$ cat config.mk
export PLATFORM = sky130hd
export DESIGN_NAME = playfair_affine_shift_cipher_core
export DESIGN_NICKNAME = d
export VERILOG_FILES = /design/src/rtl/plfas_pkg.sv /design/src/rtl/plfas_pre_lane.sv /design/src/rtl/plfas_merge.sv /design/src/rtl/plfas_post_lane.sv /design/src/rtl/playfair_affine_shift_cipher_core.sv
export SDC_FILE = /design/constraint.sdc
export NUM_CORES = 2
export LEC_CHECK = 0
export BUFFER_PORTS_ARGS = -buffer_cell sky130_fd_sc_hd__buf_2
export CORE_ASPECT_RATIO = 0.7
export CORE_MARGIN = 1
export CORE_UTILIZATION = 60
export DETAILED_ROUTE_END_ITERATION = 8
export GPL_ROUTABILITY_DRIVEN = 0
export HOLD_SLACK_MARGIN = 0.1
export PLACE_DENSITY = 0.77
export REMOVE_ABC_BUFFERS = 1
export SYNTH_ARGS = -nofsm -noshare
export SYNTH_HDL_FRONTEND = slang
export SYNTH_SLANG_ARGS = --single-unit
export TNS_END_PERCENT = 30
$ cat constraint.sdc
create_clock -name clk -period 14.1 [get_ports clk]
set_input_delay 4.23 -clock clk [delete_from_list [all_inputs] [get_ports clk]]
set_output_delay 4.23 -clock clk [all_outputs]
set_load 0.02 [all_outputs]
$ cat src/rtl/plfas_pkg.sv
// Shared types, constants and helper functions of the pair cipher core.
`timescale 1ns / 1ps

package plfas_pkg;

  // Alphabet and key square geometry.
  localparam int ALPHA  = 26;
  localparam int SIDE   = 5;
  localparam int LTR_W  = 5;
  localparam int IDX_W  = $clog2(SIDE);
  localparam int SUM_W  = LTR_W + 1;
  localparam int PROD_W = 2 * LTR_W;
  localparam int ROW_W  = SIDE * LTR_W;

  // Pipeline depth from the input ports to the output register.
  localparam int STAGES = 6;

  // Reciprocal of 26 scaled by 2^15, rounded down so the quotient never overshoots.
  localparam int RECIP_26    = 1260;
  localparam int RECIP_W     = 11;
  localparam int RECIP_SHIFT = 15;

  // Letter codes with special handling in the square lookup.
  localparam logic [LTR_W-1:0] CODE_J = LTR_W'(9);
  localparam logic [LTR_W-1:0] CODE_I = LTR_W'(8);

  // Configuration register indexes.
  localparam int REG_W = 3;
  localparam logic [REG_W-1:0] REG_ROW0  = 3'd0;
  localparam logic [REG_W-1:0] REG_ROW1  = 3'd1;
  localparam logic [REG_W-1:0] REG_ROW2  = 3'd2;
  localparam logic [REG_W-1:0] REG_ROW3  = 3'd3;
  localparam logic [REG_W-1:0] REG_ROW4  = 3'd4;
  localparam logic [REG_W-1:0] REG_SHIFT = 3'd5;
  localparam logic [REG_W-1:0] REG_MULT  = 3'd6;
  localparam logic [REG_W-1:0] REG_ADD   = 3'd7;

  typedef logic [SIDE-1:0][LTR_W-1:0] row_t;
  typedef row_t [SIDE-1:0] square_t;

  // Reset key square: a..z without j, row 0 lowest.
  localparam square_t SQUARE_RESET = {
    25'd27025109, 25'd21613104, 25'd16201099, 25'd10755269, 25'd4294688
  };
  localparam logic [LTR_W-1:0] SHIFT_RESET = LTR_W'(0);
  localparam logic [LTR_W-1:0] MULT_RESET  = LTR_W'(11);
  localparam logic [LTR_W-1:0] ADD_RESET   = LTR_W'(15);

  // Key material as the lanes see it, with reduced copies prepared once.
  typedef struct packed {
    square_t          square;
    logic [LTR_W-1:0] mult;
    logic [LTR_W-1:0] add;
    logic [LTR_W-1:0] add_mod;
    logic [LTR_W-1:0] shift_mod;
    logic [LTR_W-1:0] inv;
  } key_t;

  // Position of a letter in the square.
  typedef struct packed {
    logic [IDX_W-1:0] row;
    logic [IDX_W-1:0] col;
  } loc_t;

  // Stage loads and actions for an input lane.
  typedef struct packed {
    logic ld_prod;
    logic ld_letter;
    logic ld_loc;
    logic act_in;
    logic act_prod;
  } pre_ctl_t;

  // Stage loads and actions for an output lane.
  typedef struct packed {
    logic ld_mac;
    logic ld_out;
    logic act_in;
    logic act_mac;
  } post_ctl_t;

  // Reduce a 5-bit code modulo 26.
  function automatic logic [LTR_W-1:0] mod26_small(input logic [LTR_W-1:0] x);
    return (x >= LTR_W'(ALPHA)) ? x - LTR_W'(ALPHA) : x;
  endfunction

  // Reduce a product-wide value modulo 26 by reciprocal multiply and one correction.
  function automatic logic [LTR_W-1:0] mod26_wide(input logic [PROD_W-1:0] v);
    logic [PROD_W+RECIP_W-1:0] scaled;
    logic [PROD_W-1:0]         quo;
    logic [PROD_W-1:0]         rest;
    scaled = (PROD_W+RECIP_W)'(v) * (PROD_W+RECIP_W)'(RECIP_26);
    quo    = PROD_W'(scaled >> RECIP_SHIFT);
    rest   = v - PROD_W'(quo * PROD_W'(ALPHA));
    if (rest >= PROD_W'(ALPHA)) begin
      rest = rest - PROD_W'(ALPHA);
    end
    return rest[LTR_W-1:0];
  endfunction

  // Multiplicative inverse modulo 26; non-units map to zero.
  function automatic logic [LTR_W-1:0] inv_of(input logic [LTR_W-1:0] a);
    logic [LTR_W-1:0] r;
    case (a)
      5'd1:    r = 5'd1;
      5'd3:    r = 5'd9;
      5'd5:    r = 5'd21;
      5'd7:    r = 5'd15;
      5'd9:    r = 5'd3;
      5'd11:   r = 5'd19;
      5'd15:   r = 5'd7;
      5'd17:   r = 5'd23;
      5'd19:   r = 5'd11;
      5'd21:   r = 5'd5;
      5'd23:   r = 5'd17;
      5'd25:   r = 5'd25;
      default: r = 5'd0;
    endcase
    return r;
  endfunction

endpackage

$ cat src/rtl/plfas_pre_lane.sv
// Input lane: undoes shift and affine on decrypt, then finds the letter in the key square.
`timescale 1ns / 1ps

module plfas_pre_lane import plfas_pkg::*; (
  input  logic             clk,
  input  pre_ctl_t         ctl,
  input  key_t             key,
  input  logic [LTR_W-1:0] letter,
  output loc_t             loc
);

  logic [SUM_W-1:0]  diff_shift;
  logic [SUM_W-1:0]  diff_add;
  logic [LTR_W-1:0]  unshifted;
  logic [LTR_W-1:0]  unadded;
  logic [PROD_W-1:0] prod_next;
  logic [PROD_W-1:0] prod;
  logic [LTR_W-1:0]  letter_next;
  logic [LTR_W-1:0]  letter_q;
  logic [LTR_W-1:0]  probe;
  loc_t              loc_next;

  // Stage one: decrypt subtracts the shift and additive constant and scales by the inverse.
  always_comb begin
    diff_shift = SUM_W'(mod26_small(letter)) + SUM_W'(ALPHA) - SUM_W'(key.shift_mod);
    unshifted  = (diff_shift >= SUM_W'(ALPHA)) ? LTR_W'(diff_shift - SUM_W'(ALPHA))
                                               : diff_shift[LTR_W-1:0];
    diff_add   = SUM_W'(unshifted) + SUM_W'(ALPHA) - SUM_W'(key.add_mod);
    unadded    = (diff_add >= SUM_W'(ALPHA)) ? LTR_W'(diff_add - SUM_W'(ALPHA))
                                             : diff_add[LTR_W-1:0];
    prod_next  = ctl.act_in ? PROD_W'(unadded) * PROD_W'(key.inv) : PROD_W'(letter);
  end

  always_ff @(posedge clk) begin
    if (ctl.ld_prod) begin
      prod <= prod_next;
    end
  end

  // Stage two: reduce the decrypt product to a letter; encrypt passes the raw code.
  assign letter_next = ctl.act_prod ? mod26_wide(prod) : prod[LTR_W-1:0];

  always_ff @(posedge clk) begin
    if (ctl.ld_letter) begin
      letter_q <= letter_next;
    end
  end

  // Stage three: fold j to i and search the square; the last match wins, a miss gives the corner.
  always_comb begin
    probe    = (letter_q == CODE_J) ? CODE_I : letter_q;
    loc_next = '0;
    for (int r = 0; r < SIDE; r++) begin
      for (int c = 0; c < SIDE; c++) begin
        if (key.square[r][c] == probe) begin
          loc_next.row = IDX_W'(r);
          loc_next.col = IDX_W'(c);
        end
      end
    end
  end

  always_ff @(posedge clk) begin
    if (ctl.ld_loc) begin
      loc <= loc_next;
    end
  end

endmodule

$ cat src/rtl/plfas_merge.sv
// Merging stage: applies the row, column or rectangle rule to the two located letters.
`timescale 1ns / 1ps

module plfas_merge import plfas_pkg::*; (
  input  logic             clk,
  input  logic             load,
  input  logic             act,
  input  square_t          square,
  input  loc_t             loc_a,
  input  loc_t             loc_b,
  output logic [LTR_W-1:0] first_q,
  output logic [LTR_W-1:0] second_q
);

  logic [LTR_W-1:0] first_next;
  logic [LTR_W-1:0] second_next;

  // Step one place with wraparound: forward on encrypt, backward on decrypt.
  function automatic logic [IDX_W-1:0] step_idx(input logic [IDX_W-1:0] idx,
                                                input logic back);
    logic [IDX_W-1:0] r;
    if (back) begin
      r = (idx == '0) ? IDX_W'(SIDE - 1) : idx - IDX_W'(1);
    end else begin
      r = (idx == IDX_W'(SIDE - 1)) ? '0 : idx + IDX_W'(1);
    end
    return r;
  endfunction

  // Pick the two replacement letters.
  always_comb begin
    if (loc_a.row == loc_b.row) begin
      first_next  = square[loc_a.row][step_idx(loc_a.col, act)];
      second_next = square[loc_b.row][step_idx(loc_b.col, act)];
    end else if (loc_a.col == loc_b.col) begin
      first_next  = square[step_idx(loc_a.row, act)][loc_a.col];
      second_next = square[step_idx(loc_b.row, act)][loc_b.col];
    end else begin
      first_next  = square[loc_a.row][loc_b.col];
      second_next = square[loc_b.row][loc_a.col];
    end
  end

  always_ff @(posedge clk) begin
    if (load) begin
      first_q  <= first_next;
      second_q <= second_next;
    end
  end

endmodule

$ cat src/rtl/plfas_post_lane.sv
// Output lane: applies the affine map and the shift on encrypt; decrypt passes the letter.
`timescale 1ns / 1ps

module plfas_post_lane import plfas_pkg::*; (
  input  logic             clk,
  input  post_ctl_t        ctl,
  input  key_t             key,
  input  logic [LTR_W-1:0] letter,
  output logic [LTR_W-1:0] result
);

  logic [PROD_W-1:0] mac_next;
  logic [PROD_W-1:0] mac;
  logic [SUM_W-1:0]  shifted;
  logic [LTR_W-1:0]  result_next;

  // Stage five: on encrypt, multiply by a and add b; decrypt passes the letter.
  assign mac_next = ctl.act_in ? PROD_W'(letter)
                               : PROD_W'(key.mult) * PROD_W'(letter) + PROD_W'(key.add);

  always_ff @(posedge clk) begin
    if (ctl.ld_mac) begin
      mac <= mac_next;
    end
  end

  // Stage six: on encrypt, reduce modulo 26 and add the shift with one wrap; decrypt passes the letter.
  always_comb begin
    shifted = SUM_W'(mod26_wide(mac)) + SUM_W'(key.shift_mod);
    if (shifted >= SUM_W'(ALPHA)) begin
      shifted = shifted - SUM_W'(ALPHA);
    end
    result_next = ctl.act_mac ? mac[LTR_W-1:0] : shifted[LTR_W-1:0];
  end

  always_ff @(posedge clk) begin
    if (ctl.ld_out) begin
      result <= result_next;
    end
  end

endmodule

$ cat src/rtl/playfair_affine_shift_cipher_core.sv
// Top level of the Playfair, affine and shift pair cipher core.
// The core takes one letter pair per clock while in_stall is low and returns one pair per
// item, in order, from a six-stage pipeline (inverse-affine product, reduction, square
// search, pair rule, affine product, reduction and shift) with one lane per letter and a
// merge stage between. Each stage holds its item while the next holds, so bubbles close up
// and up to six items, the stalled one at the output included, are held before the input
// stalls. Configuration writes take effect on the next cycle and should be made only while
// the pipeline is empty; there is no clearing pass after reset.
`timescale 1ns / 1ps

module playfair_affine_shift_cipher_core import plfas_pkg::*; (
  input  logic             clk,
  input  logic             rst,
  input  logic             cfg_we,
  input  logic [REG_W-1:0] cfg_index,
  input  logic [ROW_W-1:0] cfg_data,
  input  logic             in_valid,
  output logic             in_stall,
  input  logic             action,
  input  logic [LTR_W-1:0] first_letter,
  input  logic [LTR_W-1:0] second_letter,
  output logic             out_valid,
  input  logic             out_stall,
  output logic [LTR_W-1:0] first_out,
  output logic [LTR_W-1:0] second_out
);

  square_t          square;
  logic [LTR_W-1:0] shift_key;
  logic [LTR_W-1:0] affine_mult;
  logic [LTR_W-1:0] affine_add;
  key_t             key;

  logic [STAGES:1]   vld;
  logic [STAGES+1:1] adv;
  logic [STAGES-1:1] act_s;

  pre_ctl_t         pre_ctl;
  post_ctl_t        post_ctl;
  loc_t             loc_a;
  loc_t             loc_b;
  logic [LTR_W-1:0] pf_first;
  logic [LTR_W-1:0] pf_second;

  // Configuration registers.
  always_ff @(posedge clk) begin
    if (rst) begin
      square      <= SQUARE_RESET;
      shift_key   <= SHIFT_RESET;
      affine_mult <= MULT_RESET;
      affine_add  <= ADD_RESET;
    end else if (cfg_we) begin
      unique case (cfg_index) inside
        REG_ROW0, REG_ROW1, REG_ROW2, REG_ROW3, REG_ROW4: begin
          square[cfg_index[IDX_W-1:0]] <= cfg_data;
        end
        REG_SHIFT: shift_key   <= cfg_data[LTR_W-1:0];
        REG_MULT:  affine_mult <= cfg_data[LTR_W-1:0];
        REG_ADD:   affine_add  <= cfg_data[LTR_W-1:0];
        default: ;
      endcase
    end
  end

  // Key material with the reductions the lanes need.
  always_comb begin
    key.square    = square;
    key.mult      = affine_mult;
    key.add       = affine_add;
    key.add_mod   = mod26_small(affine_add);
    key.shift_mod = mod26_small(shift_key);
    key.inv       = inv_of(mod26_small(affine_mult));
  end

  // A stage may load when it is empty or its item moves on in the same cycle.
  always_comb begin
    adv[STAGES+1] = !out_stall;
    for (int k = STAGES; k >= 1; k--) begin
      adv[k] = !vld[k] || adv[k+1];
    end
  end

  assign in_stall  = !adv[1];
  assign out_valid = vld[STAGES];

  // Valid bits of the stages.
  always_ff @(posedge clk) begin
    if (rst) begin
      vld <= '0;
    end else begin
      for (int k = 1; k <= STAGES; k++) begin
        if (adv[k]) begin
          vld[k] <= (k == 1) ? in_valid : vld[k-1];
        end
      end
    end
  end

  // Action of each item travels beside it.
  always_ff @(posedge clk) begin
    for (int k = 1; k < STAGES; k++) begin
      if (adv[k]) begin
        act_s[k] <= (k == 1) ? action : act_s[k-1];
      end
    end
  end

  // Lane controls.
  always_comb begin
    pre_ctl.ld_prod   = adv[1];
    pre_ctl.ld_letter = adv[2];
    pre_ctl.ld_loc    = adv[3];
    pre_ctl.act_in    = action;
    pre_ctl.act_prod  = act_s[1];
    post_ctl.ld_mac   = adv[5];
    post_ctl.ld_out   = adv[6];
    post_ctl.act_in   = act_s[4];
    post_ctl.act_mac  = act_s[5];
  end

  plfas_pre_lane u_pre_first (
    .clk    (clk),
    .ctl    (pre_ctl),
    .key    (key),
    .letter (first_letter),
    .loc    (loc_a)
  );

  plfas_pre_lane u_pre_second (
    .clk    (clk),
    .ctl    (pre_ctl),
    .key    (key),
    .letter (second_letter),
    .loc    (loc_b)
  );

  plfas_merge u_merge (
    .clk      (clk),
    .load     (adv[4]),
    .act      (act_s[3]),
    .square   (square),
    .loc_a    (loc_a),
    .loc_b    (loc_b),
    .first_q  (pf_first),
    .second_q (pf_second)
  );

  plfas_post_lane u_post_first (
    .clk    (clk),
    .ctl    (post_ctl),
    .key    (key),
    .letter (pf_first),
    .result (first_out)
  );

  plfas_post_lane u_post_second (
    .clk    (clk),
    .ctl    (post_ctl),
    .key    (key),
    .letter (pf_second),
    .result (second_out)
  );

endmodule

# Yosys cells after proc, flatten, opt, wreduce, memory -nomap -nowiden
# Memories as Yosys holds them, arrays and structs flattened.
# Cells that the tools add are included.
[word_totals]
ff_bits = 233
mem_bits_ro = 160
input_bits = 44
output_inout_bits = 12
wordCells = 340
memories = 1
[mem_list]
columns = ["name", "words", "word_bits", "rd", "rd_clocked_by_memory_dff", "write_ports", "line_no", "source"]
rows = [
  ["(name not given)", 32, 5, 1, 0, 0, "plfas_pkg.sv:104", "case (a)"],
]
[classes]
addsub = 39
n_mul = 12
magnitude_cmp = 25
eq_ne = 63
muxes = 116
n_reduce_logical = 27
[op_table]
columns = ["operator", "count"]
rows = [
  ["binary-select mux 25 bit (select 3 bit)", 4],
  ["two-way mux 5 bit", 55],
  ["equality test 5 bit", 48],
  ["bitwise mux 125 bit", 1],
  ["two-way mux 25 bit", 5],
  ["binary-select mux 5 bit (select 3 bit)", 6],
  ["two-way mux 3 bit", 28],
  ["multiplier 10 x 9 -> 19 bit, second input constant", 4],
  ["demux 25 bit (select 3 bit)", 1],
  ["subtractor 5 bit, second input constant", 15],
  ["greater-or-equal comparator 10 x 5 -> 1 bit, second input constant", 4],
  ["multiplier 5 x 5 -> 10 bit", 4],
  ["two-way mux 4 bit", 10],
  ["subtractor 10 bit", 4],
  ["greater-or-equal comparator 6 x 5 -> 1 bit, second input constant", 6],
  ["< comparator 3 x 4 -> 1 bit, second input constant", 9],
  ["multiplier 6 x 4 -> 9 bit, second input constant", 4],
  ["greater-or-equal comparator 5 bit, second input constant", 5],
  ["adder 5 x 5 -> 6 bit, second input constant", 4],
  ["equality test 3 bit, second input constant", 8],
  ["subtractor 6 x 5 -> 6 bit", 4],
  ["adder 10 x 5 -> 10 bit", 2],
  ["zero test 3 bit", 5],
  ["OR reduction 5 bit", 3],
  ["other kinds (14)", 43],
]

# Longest topological paths before layout
[depth]
ltp_word = 26
ltp_mapped = 38
depth_no_buf = 38

# Cells and area by module
# From an unflattened synthesis, not the netlist that was laid out.
[unflattened]
cells_unflattened = 3927
hier_area_um2 = 33042.9
[modules_own_cells]
columns = ["module", "instances", "cells_per_inst", "area_each_um2"]
rows = [
  ["plfas_merge", 1, 910, 6525.0],
  ["plfas_pre_lane at u_pre_first", 1, 729, 6269.8],
  ["plfas_pre_lane at u_pre_second", 1, 707, 6198.4],
  ["playfair_affine_shift_cipher_core", 1, 720, 5820.6],
  ["plfas_post_lane at u_post_second", 1, 434, 4115.2],
  ["plfas_post_lane at u_post_first", 1, 427, 4113.9],
]

# Least setup slack after synthesis
# OpenSTA, ideal clock, no wires.
[synth_timing]
kind = "input -> register"
from = "input second_letter[1]"
to = "register u_pre_second.prod[9], data pin"
t_arrival_ps = 11215
slack_ps = 2631
cell_stages = 35
n_path_buf = 0
cell_sequence = "inv_1 > ha_1 > o21ai_0 > a31oi_1 > a21oi_1 > ha_1 > inv_1 > ha_1 > fa_1 > a21o_1 > a21oi_1 > xnor2_1 > a21oi_1 > xnor2_1 > ha_1 > inv_1 > ha_1 > fa_1 > a21o_1 > a21oi_1 > xnor2_1 > a21oi_1 > xnor2_1 > or3_1 > fa_1 > fa_1 > fa_1 > inv_1 > ha_1 > a21oi_1 > o21bai_1 > a21oi_1 > o21ai_0 > xnor2_1 > and2_1"
[synth_between]
elab_chain_len = 11
word_cells_on_any_way = 14
[synth_lines]
columns = ["item", "line_no", "source"]
rows = [
  ["from (decl)", "playfair_affine_shift_cipher_core.sv:21", "input logic [LTR_W-1:0] second_letter,"],
  ["subtractor 5 bit or greater-or-equal comparator 5 bit (tied branches)", "plfas_pkg.sv:84", "return (x >= LTR_W'(ALPHA)) ? x - LTR_W'(ALPHA) : x;"],
  ["two-way mux 5 bit *", "plfas_pkg.sv:84", ""],
  ["adder 5 x 5 -> 6 bit *", "plfas_pre_lane.sv:25", "diff_shift = SUM_W'(mod26_small(letter)) + SUM_W'(ALPHA) - SUM_W'(key.shift_mod);"],
  ["subtractor 6 x 5 -> 6 bit *", "plfas_pre_lane.sv:25", ""],
  ["subtractor 5 bit or greater-or-equal comparator 6 x 5 -> 1 bit (tied branches)", "plfas_pre_lane.sv:26", "unshifted = (diff_shift >= SUM_W'(ALPHA)) ? LTR_W'(diff_shift - SUM_W'(ALPHA))"],
  ["two-way mux 5 bit *", "plfas_pre_lane.sv:26", ""],
  ["adder 5 x 5 -> 6 bit *", "plfas_pre_lane.sv:28", "diff_add = SUM_W'(unshifted) + SUM_W'(ALPHA) - SUM_W'(key.add_mod);"],
  ["subtractor 6 x 5 -> 6 bit *", "plfas_pre_lane.sv:28", ""],
  ["subtractor 5 bit or greater-or-equal comparator 6 x 5 -> 1 bit (tied branches)", "plfas_pre_lane.sv:29", "unadded = (diff_add >= SUM_W'(ALPHA)) ? LTR_W'(diff_add - SUM_W'(ALPHA))"],
  ["two-way mux 5 bit *", "plfas_pre_lane.sv:29", ""],
  ["multiplier 5 x 5 -> 10 bit *", "plfas_pre_lane.sv:31", "prod_next = ctl.act_in ? PROD_W'(unadded) * PROD_W'(key.inv) : PROD_W'(letter);"],
  ["to (signal assigned)", "plfas_pre_lane.sv:36", "prod <= prod_next;"],
  ["to (decl)", "plfas_pre_lane.sv:17", "logic [PROD_W-1:0] prod;"],
]
# Every way passes the cells marked *; elsewhere a longest branch is shown, timed or not.
# A chain may end at the register's enable or synchronous reset.

# Worst setup path in the final report
# Ends and elaborated chain as after synthesis.

==> results.sh <==
export IMPL_drt_iter0_markers=3604
export IMPL_fin_nets=4361
export IMPL_r2r_start="u_post_first.mac[6]"
export IMPL_core_area_sq_um=53900
export IMPL_ys_top_cells_by_count="inv_1, ha_1, nand2_1"
export IMPL_regToRegSetupSlack_ns=3.89
export IMPL_post_cts_buffers=0
export IMPL_placed_area_sq_um=33200
export IMPL_criticalPathCategory="in -> reg"
export IMPL_postSynthCellCount=3879
export IMPL_period_share=0.830
export IMPL_io_pins=56
export IMPL_final_min_clock_period_ns=11.70
export IMPL_required_ns=14.44
export IMPL_ys_flop_type="dfxtp_1"
export IMPL_dr_wl_met3_um=14700
export IMPL_totalWireLength_um=95500
export IMPL_clock_latency_ns=0.57
export IMPL_cts_tree="yes"
export IMPL_path_max_fanout=5
export IMPL_ff_latch_area_sq_um=5540
export IMPL_vias_per_cell=6.30
export IMPL_fp_dieH_um=198
export IMPL_cts_root_buf="clkbuf_16"
export IMPL_dp_final_hpwl_um=72600
export IMPL_layout_drive_gt1_share=0.0747
export IMPL_crit_buf_inv=5
export IMPL_ys_async_sr_fraction=0
export IMPL_syn_avg_cell_area_sq_um=8.48
export IMPL_ys_ff_latch=233
export IMPL_hold_path_class="reg -> reg"
export IMPL_start_kind="input port"
export IMPL_fillers=4535
export IMPL_area_growth_pct=3.39
export IMPL_status="complete, no violations"
export IMPL_worst_pin_slew_ns=1.21
export IMPL_synth_largest_area_cell="ha_1"
export IMPL_cts_clk_slew_worst_paths_ns=0.07
export IMPL_hold_start="act_s[2]"
export IMPL_synth_enable_flop_cells=87
export IMPL_crit_top_cell="a21oi_1"
export IMPL_r2r_cells=38
export IMPL_rsz0062_at_grt="no"
export IMPL_drv_cap=0
export IMPL_whs_endpoint="act_s[3]"
export IMPL_yosysMostFrequentCell="inv_1"
export IMPL_die_width_um=282
export IMPL_cts_buffer_depth=3
export IMPL_cpPeakStageDelay_ns=0.53
export IMPL_slowest_stage="fa_1"
export IMPL_synth_distinct_cells=98
export IMPL_overflow=0
export IMPL_clkSinkCount=233
export IMPL_grt_first_pass_wirelength_um=150000
export IMPL_die_area_sq_um=55800
export IMPL_relSlewSlack=0.185
export IMPL_grt_max_degree=90
export IMPL_antenna_left=0
export IMPL_fmaxAchievable_mhz=85.5
export IMPL_multi_input_area_sq_um=24400
export IMPL_highest_layer="met5"
export IMPL_yosys_top_cells_area="ha_1, fa_1, dfxtp_1"
export IMPL_wl_per_cell_um=21.3
export IMPL_netlist_area_leader_share=0.156
export IMPL_numPortBuffers=55
export IMPL_worstPathArrival_ns=12.03
export IMPL_setup_viol_count_final=0
export IMPL_grt_antenna_before_repair=6
export IMPL_ys_warn_count=0
export IMPL_ctsHoldBuffers=0
export IMPL_h_tree_depth=1
export IMPL_worstReg2RegEnd="u_post_first.result[2]"
export IMPL_dr_wl_met2_um=36600
export IMPL_end_kind="flip-flop"
export IMPL_wl_met1_um=40500
export IMPL_grt_pass1_vias=26600
export IMPL_final_area_sq_um=34000
export IMPL_min_path_cells=0
export IMPL_initial_core_util=0.610
export IMPL_cts_buffers=25
export IMPL_clock_skew_ns=0.0210
export IMPL_path_delay_family="adder cells"
export IMPL_hold_violations=0
export IMPL_drc=0
export IMPL_finalMaxSlewViolations=0
export IMPL_setup_tns_ns=0
export IMPL_post_cts_resized=0
export IMPL_grt_use_total=0.343
export IMPL_synth_area_sq_um=32900
export IMPL_drt_first_pass_iters=7
export IMPL_ys_seq_area_frac=0.168
export IMPL_num_vias=28200
export IMPL_rows=71
export IMPL_finish_utilization=0.631
## state kept, by name, indices dropped and copies added, names as in the netlist
signal                 count
u_post_first.result        5
u_post_second.result       5
act_s                      5
u_post_second.mac         10
u_pre_second.loc           6
u_merge.first_q            5
u_pre_first.prod          10
u_pre_second.letter_q      5
u_pre_first.loc            6
affine_add                 5
u_post_first.mac          10
u_pre_first.letter_q       5
u_merge.second_q           5
u_pre_second.prod         10
affine_mult                5
shift_key                  5
key                      125
vld                        6
## final cells by class
cell class                 count  area share
multi-input combinational   2915       0.719
sequential                   233       0.163
inverter                     459      0.0506
tap                          730      0.0268
clock buffer                  38      0.0225
timing repair buffer          94      0.0168
clock inverter                 7     0.00151
antenna                        5    0.000368
## worst register-to-register path, delay by kind of cell, from the launching register on
family / cells / cell delay [ns]
AOI/OAI and AO/OA: 17 / 3.87
xor gates and xnor gates: 2 / 0.50
adders and majority gates: 10 / 3.91
buffers and inverters: 6 / 0.42
DFF: 1 / 0.55
muxes: 1 / 0.40
and+or+nand+nor: 2 / 0.40
## worst max-delay path by stage
stage / cells past startpoint / slack, ns / startpoint / to
after floorplan: 35 / 2.63 / second_letter[1] / u_pre_second.prod[9]
after global placement: 36 / 2.12 / second_letter[1] / u_pre_second.prod[9]
after detailed placement: 36 / 1.88 / second_letter[1] / u_pre_second.prod[9]
after CTS: 36 / 2.47 / first_letter[1] / u_pre_first.prod[9]
after global routing: 36 / 1.80 / first_letter[1] / u_pre_first.prod[9]
final: 36 / 2.40 / second_letter[1] / u_pre_second.prod[9]
## cell families (layout without fill, tap and decap cells)
| family | after synthesis | count (layout) | synth area share |
|---|---|---|---|
| compound gates | 747 | 747 | 0.147 |
| buf+inv | 731 | 598 | 0.0896 |
| other cells | 0 | 5 | 0 |
| simple gates | 1024 | 1024 | 0.153 |
| mux | 230 | 230 | 0.0914 |
| fa+ha+maj | 589 | 589 | 0.265 |
| flops | 233 | 233 | 0.168 |
| xor+xnor | 325 | 325 | 0.0865 |
## through the flow
stage	instances	hold WS (ns)	worst slack, ns
floorplan	3607	0.400	2.63
global placement	4431	0.403	2.12
detailed placement	4431	0.405	1.88
CTS	4476	0.418	2.47
global route	4479	0.425	1.80
finish	4481	0.422	2.40
## metal layers
metal / up-vias / track usage
met5: - / 0.00531
met4: 6 / 0.102
met3: 290 / 0.144
met2: 1684 / 0.472
met1: 13200 / 0.483
li1: 13000 / -
## placed cells by master (no fill, tap or decap), drive strengths merged, types with 50 or more instances in the layout
| cell | n |
|---|---|
| inv | 462 |
| ha | 409 |
| nand2 | 385 |
| a21oi | 236 |
| nor2 | 183 |
| fa | 180 |
| xnor2 | 173 |
| o21ai | 167 |
| xor2 | 152 |
| dfxtp | 146 |
| mux2i | 124 |
| buf | 94 |
| edfxtp | 87 |
| nand3 | 77 |
| nand3b | 59 |
| and2 | 56 |
| mux2 | 56 |
| nor3 | 51 |
| mux4 | 50 |
Power is not shown: default switching activity piles up to over one toggle a cycle in this logic, so the estimate is an artifact.
